File: config.mk
export PLATFORM = sky130hd
export DESIGN_NAME = record_sort_and_binary_search
export DESIGN_NICKNAME = d
export VERILOG_FILES = /design/src/rtl/core/rsbs_pkg.sv /design/src/rtl/core/rsbs_dpath.sv /design/src/rtl/core/rsbs_ctrl.sv /design/src/rtl/core/record_sort_and_binary_search.sv
export SDC_FILE = /design/constraint.sdc
export NUM_CORES = 2
export LEC_CHECK = 0
export ABC_CLOCK_PERIOD_IN_PS = 24200
export BUFFER_PORTS_ARGS = -buffer_cell sky130_fd_sc_hd__buf_2
export CAP_MARGIN = 10
export CORE_ASPECT_RATIO = 1.75
export CORE_MARGIN = 4
export CORE_UTILIZATION = 35
export CTS_BUF_LIST = sky130_fd_sc_hd__clkbuf_8
export DETAILED_ROUTE_END_ITERATION = 16
export SETUP_SLACK_MARGIN = 0.05
export SYNTH_ARGS = -nofsm -noshare
export SYNTH_HDL_FRONTEND = slang
export SYNTH_HIERARCHICAL = 1
export SYNTH_SLANG_ARGS = --single-unit
File: constraint.sdc
create_clock -name clk -period 24.2 [get_ports clk]
set_input_delay 7.26 -clock clk [delete_from_list [all_inputs] [get_ports clk]]
set_output_delay 7.26 -clock clk [all_outputs]
set_load 0.005 [all_outputs]
File: src/rtl/core/rsbs_pkg.sv
// Shared types, codes and helpers of the record sort and search block.
`timescale 1ns / 1ps

package rsbs_pkg;

  typedef enum logic [1:0] {
    OP_LOAD  = 2'd0,
    OP_QUERY = 2'd1,
    OP_CLEAR = 2'd2,
    OP_NOP   = 2'd3
  } op_t;

  typedef enum logic [1:0] {
    ST_OK    = 2'd0,
    ST_FULL  = 2'd1,
    ST_MATCH = 2'd2,
    ST_MISS  = 2'd3
  } status_t;

  typedef enum logic [1:0] {
    WR_LOAD = 2'd0,
    WR_BEST = 2'd1,
    WR_IREC = 2'd2
  } wr_src_t;

  typedef enum logic {
    OUT_ZERO = 1'b0,
    OUT_PEND = 1'b1
  } out_src_t;

  // Packed so the tag lands in the lowest bits.
  typedef struct packed {
    logic [7:0]  avg;
    logic [31:0] id;
    logic [15:0] tag;
  } rec_t;

  typedef struct packed {
    logic     rd_en;
    logic     wr_en;
    wr_src_t  wr_src;
    logic     cap_best;
    logic     cap_irec;
    logic     cap_pend;
    logic     cap_key;
    logic     out_load;
    out_src_t out_src;
    status_t  out_status;
    logic     out_last;
  } cmd_t;

  typedef struct packed {
    logic lt_best;
    logic eq;
    logic gt;
    logic mode;
  } stat_t;

  function automatic logic [31:0] key_of(input rec_t r, input logic mode);
    logic [31:0] k;
    k = mode ? {24'd0, r.avg} : r.id;
    return k;
  endfunction

endpackage

File: src/rtl/core/rsbs_dpath.sv
// Datapath: record memory, key compare and holding registers.
`timescale 1ns / 1ps

module rsbs_dpath #(
  parameter int TABLE_DEPTH = 64,
  parameter int AW = $clog2(TABLE_DEPTH)
) (
  input  logic                  clk,
  input  logic                  rst,
  input  logic                  cfg_we,
  input  logic                  cfg_data,
  input  rsbs_pkg::rec_t        in_rec,
  input  logic [31:0]           in_key,
  input  rsbs_pkg::cmd_t        cmd,
  input  logic [AW-1:0]         rd_addr,
  input  logic [AW-1:0]         wr_addr,
  output rsbs_pkg::stat_t       stat,
  output rsbs_pkg::rec_t        out_rec,
  output rsbs_pkg::status_t     out_status,
  output logic                  out_last
);

  rsbs_pkg::rec_t mem [TABLE_DEPTH];
  rsbs_pkg::rec_t rdata, best_rec, irec, pend_rec, wdata;
  logic [31:0]    qkey, rkey, bkey;
  logic           mode;

  always_ff @(posedge clk) begin
    if (rst) mode <= 1'b0;
    else if (cfg_we) mode <= cfg_data;
  end

  always_comb begin
    case (cmd.wr_src)
      rsbs_pkg::WR_LOAD: wdata = in_rec;
      rsbs_pkg::WR_BEST: wdata = best_rec;
      rsbs_pkg::WR_IREC: wdata = irec;
      default:           wdata = in_rec;
    endcase
  end

  always_ff @(posedge clk) begin
    if (cmd.wr_en) mem[wr_addr] <= wdata;
  end

  // Read data holds until the next read.
  always_ff @(posedge clk) begin
    if (cmd.rd_en) rdata <= mem[rd_addr];
  end

  always_ff @(posedge clk) begin
    if (cmd.cap_best) best_rec <= rdata;
    if (cmd.cap_irec) irec <= rdata;
    if (cmd.cap_pend) pend_rec <= rdata;
    if (cmd.cap_key) qkey <= mode ? {24'd0, in_key[7:0]} : in_key;
    if (cmd.out_load) begin
      out_rec    <= (cmd.out_src == rsbs_pkg::OUT_PEND) ? pend_rec : '0;
      out_status <= cmd.out_status;
      out_last   <= cmd.out_last;
    end
  end

  assign rkey = rsbs_pkg::key_of(rdata, mode);
  assign bkey = rsbs_pkg::key_of(best_rec, mode);

  assign stat.lt_best = rkey < bkey;
  assign stat.eq      = rkey == qkey;
  assign stat.gt      = rkey > qkey;
  assign stat.mode    = mode;

endmodule

File: src/rtl/core/rsbs_ctrl.sv
// Controller: sequences load, clear, sort, search and result emission.
`timescale 1ns / 1ps

module rsbs_ctrl #(
  parameter int TABLE_DEPTH = 64,
  parameter int AW = $clog2(TABLE_DEPTH),
  parameter int CW = $clog2(TABLE_DEPTH + 1)
) (
  input  logic             clk,
  input  logic             rst,
  input  logic             in_valid,
  output logic             in_ready,
  input  rsbs_pkg::op_t    in_op,
  input  logic             out_ready,
  output logic             out_valid,
  input  rsbs_pkg::stat_t  stat,
  output rsbs_pkg::cmd_t   cmd,
  output logic [AW-1:0]    rd_addr,
  output logic [AW-1:0]    wr_addr
);

  typedef enum logic [4:0] {
    S_IDLE, S_RESP, S_I, S_IW, S_SCAN, S_SW1, S_SW2,
    S_SRCH, S_MW, S_LW, S_HW, S_DN, S_DW, S_DP, S_UP, S_UW, S_UPP, S_FIN
  } state_t;

  state_t            state, state_next;
  logic [CW-1:0]     n, n_next, i, i_next, j, j_next, pj, pj_next, best, best_next;
  logic [CW-1:0]     lo, lo_next, hi, hi_next, mid, mid_next, hit, hit_next, w, w_next;
  logic              mid_gt, mid_gt_next, out_valid_next;
  rsbs_pkg::status_t resp, resp_next;
  logic              free;
  logic [CW:0]       sum;

  assign free = !out_valid || out_ready;
  assign sum  = {1'b0, lo} + {1'b0, hi};

  always_comb begin
    state_next  = state;
    n_next      = n;
    i_next      = i;
    j_next      = j;
    pj_next     = pj;
    best_next   = best;
    lo_next     = lo;
    hi_next     = hi;
    mid_next    = mid;
    hit_next    = hit;
    w_next      = w;
    mid_gt_next = mid_gt;
    resp_next   = resp;
    cmd         = '0;
    rd_addr     = '0;
    wr_addr     = '0;
    in_ready    = 1'b0;
    out_valid_next = out_valid && !out_ready;

    case (state)
      S_IDLE: begin
        in_ready = 1'b1;
        if (in_valid) begin
          case (in_op)
            rsbs_pkg::OP_LOAD: begin
              if (n < CW'(TABLE_DEPTH)) begin
                cmd.wr_en  = 1'b1;
                cmd.wr_src = rsbs_pkg::WR_LOAD;
                wr_addr    = n[AW-1:0];
                n_next     = n + 1'b1;
                resp_next  = rsbs_pkg::ST_OK;
              end else begin
                resp_next  = rsbs_pkg::ST_FULL;
              end
              state_next = S_RESP;
            end
            rsbs_pkg::OP_QUERY: begin
              cmd.cap_key = 1'b1;
              i_next      = '0;
              if (n == '0) begin
                resp_next  = rsbs_pkg::ST_MISS;
                state_next = S_RESP;
              end else begin
                state_next = S_I;
              end
            end
            rsbs_pkg::OP_CLEAR: begin
              n_next     = '0;
              resp_next  = rsbs_pkg::ST_OK;
              state_next = S_RESP;
            end
            default: ;
          endcase
        end
      end
      S_RESP: begin
        if (free) begin
          cmd.out_load   = 1'b1;
          cmd.out_src    = rsbs_pkg::OUT_ZERO;
          cmd.out_status = resp;
          cmd.out_last   = 1'b1;
          out_valid_next = 1'b1;
          state_next     = S_IDLE;
        end
      end
      // Selection sort: one outer pass per position except the last.
      S_I: begin
        if (i + 1'b1 >= n) begin
          lo_next    = '0;
          hi_next    = n - 1'b1;
          state_next = S_SRCH;
        end else begin
          cmd.rd_en  = 1'b1;
          rd_addr    = i[AW-1:0];
          best_next  = i;
          j_next     = i + 1'b1;
          state_next = S_IW;
        end
      end
      S_IW: begin
        cmd.cap_best = 1'b1;
        cmd.cap_irec = 1'b1;
        cmd.rd_en    = 1'b1;
        rd_addr      = j[AW-1:0];
        pj_next      = j;
        j_next       = j + 1'b1;
        state_next   = S_SCAN;
      end
      S_SCAN: begin
        if (stat.lt_best) begin
          cmd.cap_best = 1'b1;
          best_next    = pj;
        end
        if (j < n) begin
          cmd.rd_en = 1'b1;
          rd_addr   = j[AW-1:0];
          pj_next   = j;
          j_next    = j + 1'b1;
        end else begin
          state_next = S_SW1;
        end
      end
      S_SW1: begin
        cmd.wr_en  = 1'b1;
        cmd.wr_src = rsbs_pkg::WR_BEST;
        wr_addr    = i[AW-1:0];
        state_next = S_SW2;
      end
      S_SW2: begin
        cmd.wr_en  = 1'b1;
        cmd.wr_src = rsbs_pkg::WR_IREC;
        wr_addr    = best[AW-1:0];
        i_next     = i + 1'b1;
        state_next = S_I;
      end
      // Bisection: test mid, then lo, then hi.
      S_SRCH: begin
        mid_next   = sum[CW:1];
        cmd.rd_en  = 1'b1;
        rd_addr    = sum[AW:1];
        state_next = S_MW;
      end
      S_MW: begin
        if (stat.eq) begin
          cmd.cap_pend = 1'b1;
          hit_next     = mid;
          w_next       = mid;
          state_next   = stat.mode ? S_DN : S_FIN;
        end else begin
          mid_gt_next = stat.gt;
          cmd.rd_en   = 1'b1;
          rd_addr     = lo[AW-1:0];
          state_next  = S_LW;
        end
      end
      S_LW: begin
        if (stat.eq) begin
          cmd.cap_pend = 1'b1;
          hit_next     = lo;
          w_next       = lo;
          state_next   = stat.mode ? S_DN : S_FIN;
        end else begin
          cmd.rd_en  = 1'b1;
          rd_addr    = hi[AW-1:0];
          state_next = S_HW;
        end
      end
      S_HW: begin
        if (stat.eq) begin
          cmd.cap_pend = 1'b1;
          hit_next     = hi;
          w_next       = hi;
          state_next   = stat.mode ? S_DN : S_FIN;
        end else if ((hi - lo) <= CW'(1)) begin
          resp_next  = rsbs_pkg::ST_MISS;
          state_next = S_RESP;
        end else begin
          if (mid_gt) hi_next = mid - 1'b1;
          else lo_next = mid + 1'b1;
          state_next = S_SRCH;
        end
      end
      // In avg mode, walk down from the hit, then up; one result is held back so the
      // final one can carry last.
      S_DN: begin
        if (w == '0) begin
          w_next     = hit + 1'b1;
          state_next = S_UP;
        end else begin
          cmd.rd_en  = 1'b1;
          rd_addr    = w[AW-1:0] - 1'b1;
          w_next     = w - 1'b1;
          state_next = S_DW;
        end
      end
      S_DW: begin
        if (stat.eq) begin
          state_next = S_DP;
        end else begin
          w_next     = hit + 1'b1;
          state_next = S_UP;
        end
      end
      S_DP: begin
        if (free) begin
          cmd.out_load   = 1'b1;
          cmd.out_src    = rsbs_pkg::OUT_PEND;
          cmd.out_status = rsbs_pkg::ST_MATCH;
          cmd.cap_pend   = 1'b1;
          out_valid_next = 1'b1;
          state_next     = S_DN;
        end
      end
      S_UP: begin
        if (w >= n) begin
          state_next = S_FIN;
        end else begin
          cmd.rd_en  = 1'b1;
          rd_addr    = w[AW-1:0];
          state_next = S_UW;
        end
      end
      S_UW: begin
        state_next = stat.eq ? S_UPP : S_FIN;
      end
      S_UPP: begin
        if (free) begin
          cmd.out_load   = 1'b1;
          cmd.out_src    = rsbs_pkg::OUT_PEND;
          cmd.out_status = rsbs_pkg::ST_MATCH;
          cmd.cap_pend   = 1'b1;
          out_valid_next = 1'b1;
          w_next         = w + 1'b1;
          state_next     = S_UP;
        end
      end
      S_FIN: begin
        if (free) begin
          cmd.out_load   = 1'b1;
          cmd.out_src    = rsbs_pkg::OUT_PEND;
          cmd.out_status = rsbs_pkg::ST_MATCH;
          cmd.out_last   = 1'b1;
          out_valid_next = 1'b1;
          state_next     = S_IDLE;
        end
      end
      default: state_next = S_IDLE;
    endcase
  end

  always_ff @(posedge clk) begin
    if (rst) begin
      state     <= S_IDLE;
      n         <= '0;
      out_valid <= 1'b0;
    end else begin
      state     <= state_next;
      n         <= n_next;
      out_valid <= out_valid_next;
    end
    i      <= i_next;
    j      <= j_next;
    pj     <= pj_next;
    best   <= best_next;
    lo     <= lo_next;
    hi     <= hi_next;
    mid    <= mid_next;
    hit    <= hit_next;
    w      <= w_next;
    mid_gt <= mid_gt_next;
    resp   <= resp_next;
  end

endmodule

File: src/rtl/core/record_sort_and_binary_search.sv
// Top level of the record table with selection sort and bisection search.
`timescale 1ns / 1ps
// Load and clear items are answered through the response state; a query
// first sorts the N loaded records, scanning them through the single read
// port of the record memory, then bisects and, in avg mode, walks over
// equal records. One item is worked on at a time.
// Synchronous reset empties the table and selects id mode; the memory keeps
// its contents, which are never read before being written.

module record_sort_and_binary_search #(
  parameter int TABLE_DEPTH = 64
) (
  input  logic        clk,
  input  logic        rst,
  input  logic        s_tvalid,
  output logic        s_tready,
  input  logic [87:0] s_tdata,  // record_tag, student_id, average_score, query_key
  input  logic [1:0]  s_tuser,  // opcode
  output logic        m_tvalid,
  input  logic        m_tready,
  output logic [55:0] m_tdata,  // match_tag, match_id, match_average
  output logic [1:0]  m_tuser,  // status
  output logic        m_tlast,
  input  logic        cfg_valid,
  output logic        cfg_ready,
  input  logic        cfg_data
);

  localparam int AW = $clog2(TABLE_DEPTH);
  localparam int CW = $clog2(TABLE_DEPTH + 1);

  rsbs_pkg::cmd_t    cmd;
  rsbs_pkg::stat_t   stat;
  rsbs_pkg::rec_t    in_rec, out_rec;
  rsbs_pkg::status_t out_status;
  logic [AW-1:0]     rd_addr, wr_addr;

  // Register writes are taken at any time; the user must send them only while idle, as the block does not enforce it.
  assign cfg_ready = 1'b1;

  assign in_rec.tag = s_tdata[15:0];
  assign in_rec.id  = s_tdata[47:16];
  assign in_rec.avg = s_tdata[55:48];

  rsbs_ctrl #(
    .TABLE_DEPTH (TABLE_DEPTH),
    .AW          (AW),
    .CW          (CW)
  ) u_ctrl (
    .clk       (clk),
    .rst       (rst),
    .in_valid  (s_tvalid),
    .in_ready  (s_tready),
    .in_op     (rsbs_pkg::op_t'(s_tuser)),
    .out_ready (m_tready),
    .out_valid (m_tvalid),
    .stat      (stat),
    .cmd       (cmd),
    .rd_addr   (rd_addr),
    .wr_addr   (wr_addr)
  );

  rsbs_dpath #(
    .TABLE_DEPTH (TABLE_DEPTH),
    .AW          (AW)
  ) u_dpath (
    .clk        (clk),
    .rst        (rst),
    .cfg_we     (cfg_valid),
    .cfg_data   (cfg_data),
    .in_rec     (in_rec),
    .in_key     (s_tdata[87:56]),
    .cmd        (cmd),
    .rd_addr    (rd_addr),
    .wr_addr    (wr_addr),
    .stat       (stat),
    .out_rec    (out_rec),
    .out_status (out_status),
    .out_last   (m_tlast)
  );

  assign m_tdata = out_rec;
  assign m_tuser = out_status;

  // Any real item takes the controller out of idle.
  a_busy_after_accept: assert property (@(posedge clk) disable iff (rst)
    (s_tvalid && s_tready && s_tuser != rsbs_pkg::OP_NOP) |=> !s_tready)
    else $error("input accepted twice in a row");

  // Only match results carry a record.
  a_zero_payload: assert property (@(posedge clk) disable iff (rst)
    (m_tvalid && m_tuser != rsbs_pkg::ST_MATCH) |-> (m_tdata == '0))
    else $error("non-match result with payload");

  // Load, clear and not-found results are always single and final.
  a_single_last: assert property (@(posedge clk) disable iff (rst)
    (m_tvalid && (m_tuser == rsbs_pkg::ST_OK || m_tuser == rsbs_pkg::ST_FULL ||
                  m_tuser == rsbs_pkg::ST_MISS)) |-> m_tlast)
    else $error("single result without last");

endmodule
==> flow_metrics.tcl <==
set metrics [dict create \
    status "finished clean" \
    clk_pin_slew_ns 0.06 \
    critPathMaxStageDelay_ns 0.75 \
    syn_area_sq_um 155000 \
    cp-endpoint "u_dpath/mem[60][17]" \
    via_per_inst 5.66 \
    relSlewSlack_pct 15.1 \
    syn_to_final_growth_pct 12.8 \
    hold_ws_ns 0.500 \
    peakVddDrop_uv 45.8 \
    numCtsBuffers 549 \
    final.setup.tns_ns 0 \
    avgSynthCellArea_sq_um 21.4 \
    cts_resized 0 \
    yosys.area.top_type "edfxtp_1" \
    dieWidth_um 511 \
    dr.pass1.iters 8 \
    hold_buffers 0 \
    crit-reg2reg-launch "u_dpath/mode" \
    synth-seq-area-share_pct 77.1 \
    clk_latency_ns 1.08 \
    synth_most_common_cell "edfxtp_1" \
    place.gp.congestion 0.941 \
    clockBufferDepth 4 \
    critPathLaunch "s_tuser[0]" \
    r2r_cells 21 \
    required_ns 24.87 \
    rsz0062_at_grt "false" \
    path_buf_inv 4 \
    antenna_found_initial 47 \
    clock_skew_ns 0.0696 \
    finalSetupViolations 0 \
    initial_core_util_pct 35.2 \
    wl_per_cell_um 34.5 \
    portBuffers 156 \
    synth_ff_type "edfxtp_1" \
    hold_violations 0 \
    hold_path_class "flip-flop to flip-flop" \
    worst_setup_path_start_kind "input port" \
    grt_pass1_vias 81556 \
    end_kind "flip-flop" \
    htree_levels 6 \
    grt_overflow 0 \
    cellPowerDensity_nw_per_um2 73.2 \
    num_vias 79988 \
    grt_usage_pct 21.1 \
    netlist_top_cells_count "edfxtp_1, mux4_2, clkbuf_1" \
    synthesis.nets 7445 \
    root_buffer "clkbuf_8" \
    path_delay_family "simple AND/OR/NAND/NOR gates" \
    fmax_mhz 91.3 \
    yosys_warnings 6 \
    synth-seq-cells 3977 \
    postCtsSetupBuffers 0 \
    die_h_um 888 \
    grt_pass1_wl_mm 668 \
    layout.nets 8026 \
    worst_slew_pin_slew_ns 1.27 \
    path_common_cell "inv_1" \
    critPathMaxFanout 36 \
    grt_use_met1_pct 23.8 \
    grt-busiest-layer "met2" \
    fin_crit_sh_pct 45.3 \
    dp_hpwl_mm 313 \
    grt_max_degree 87 \
    regArea_sq_um 119000 \
    synth-async-reset-ratio_pct 0 \
    drv_slew 0 \
    die_area_sq_um 453000 \
    p_leak_nw 53.4 \
    synth_area_leaders "edfxtp_1, mux4_2, mux2i_1, ha_1, a221oi_1" \
    fillCellCount 38964 \
    io_pins 158 \
    wirelength_mm 488 \
    syn_inst 7236 \
    synth_cell_types 79 \
    synth_top_area_share_pct 76.9 \
    drive_above_1_share_pct 26.9 \
    critPathArrivalTime_ns 11.63 \
    rows 322 \
    grt.met2_usage_pct 37.0 \
    path_depth 11 \
    multi_input_area_sq_um 34600 \
    slowest_stage "nor2_4" \
    clkSinkCount 3977 \
    critPathKind "input port to flip-flop" \
    cts_tree "built" \
    timing.rr.end "u_dpath/rdata[23]" \
    drc 0 \
    ant_nets 0 \
    drtIter0Drc 9743 \
    cap_violations 0 \
    synth_edf_count 3963 \
    use_met3_pct 3.35 \
    core_area_sq_um 440000 \
    min_period_ns 10.96 \
    crit_chain "buf_2, inv_1, ha_1, nand2_1, nor2_1, a222oi_1, inv_1, or3b_2, or2_2, nor2_4, buf_4" \
    r2r_setup_slack_ns 14.35 \
]
routing by layer:
metal / share of wire, % / wire [um]
met5: 0.010 / 51
met4: 7.6 / 37100
met3: 7.5 / 36400
met2: 51 / 251000
met1: 33 / 163000
per-stage QoR:
| stage | util [%] | instance area [sq um] | setup slack, ns | power, W | cells |
|---|---|---|---|---|---|
| detailed placement | 37.4 | 164000 | 12.29 | 0.00804 | 13098 |
| floorplan | - | 155000 | 11.10 | 0.00787 | 7236 |
| global route | 39.7 | 175000 | 13.22 | 0.0132 | 14123 |
| global placement | 37.4 | 164000 | 12.34 | 0.00803 | 13096 |
| CTS | 39.6 | 174000 | 13.44 | 0.0129 | 14046 |
| finish | 39.7 | 175000 | 13.24 | 0.0128 | 14134 |
where the power goes:
group          switching, W  leakage [nW]  internal, W  total (W)
Combinational      0.000233          12.0    0.0000630   0.000296
Clock               0.00253          5.60      0.00236    0.00488
Sequential       0.00000937          35.8      0.00758    0.00759
cell families (layout without fill, tap and decap cells):
kind of cell | Yosys count | count (layout) | synth area share, %
buf+inv | 480 | 1458 | 1.44
compound gates | 845 | 845 | 3.76
other cells | 1 | 89 | 0.00242
flops | 3977 | 3977 | 77.1
simple gates | 693 | 693 | 2.27
mux | 1087 | 1087 | 14.3
fa+ha+maj | 113 | 113 | 0.923
xor+xnor | 40 | 40 | 0.226
placed cells by master, fill, tap and decap left out, drive strengths merged, types with 30 or more instances in the layout:
cell / instances
a211oi: 32
a22o: 42
a22oi: 69
buf: 428
clkbuf: 569
a21oi: 179
diode: 88
inv: 249
ha: 111
xnor2: 30
nand2b: 44
mux2i: 165
clkinv: 175
o221ai: 79
a221oi: 114
nor2: 186
and2: 65
mux4: 896
edfxtp: 3963
o22ai: 65
o21ai: 162
nor2b: 86
nand2: 155
registers in the layout (all words and copies together) (netlist names), 7 cells and up:
name and count:
u_dpath/mem 3584, u_dpath/best_rec 56, u_dpath/irec 56, u_dpath/out_rec 56, u_dpath/pend_rec 56, u_dpath/rdata 56, u_dpath/qkey 32, u_ctrl/hi 7
u_ctrl/hit 7, u_ctrl/i 7, u_ctrl/j 7, u_ctrl/lo 7, u_ctrl/mid 7, u_ctrl/n 7, u_ctrl/w 7
cell type report:
| type | instances | share of cell area [%] |
|---|---|---|
| Clock inverter | 379 | 1.19 |
| Clock buffer | 569 | 4.49 |
| Tap cell | 5832 | 4.18 |
| Antenna cell | 88 | 0.126 |
| Timing Repair Buffer | 428 | 1.69 |
| Sequential cell | 3977 | 68.3 |
| Multi-Input combinational cell | 2779 | 19.8 |
| Inverter | 82 | 0.180 |
worst min-delay path by stage:
stage                          end  slack [ns]  cells after the start              from
2_1_floorplan  u_dpath/best_rec[0]        0.44                      0  u_dpath/rdata[0]
3_3_place_gp       u_dpath/irec[2]        0.47                      0  u_dpath/rdata[2]
3_5_place_dp       u_dpath/irec[2]        0.47                      0  u_dpath/rdata[2]
4_1_cts            u_dpath/irec[2]        0.49                      0  u_dpath/rdata[2]
5_1_grt            u_dpath/irec[2]        0.50                      0  u_dpath/rdata[2]
6_report           u_dpath/irec[2]        0.50                      0  u_dpath/rdata[2]
Power figures use the tool's default switching activity.
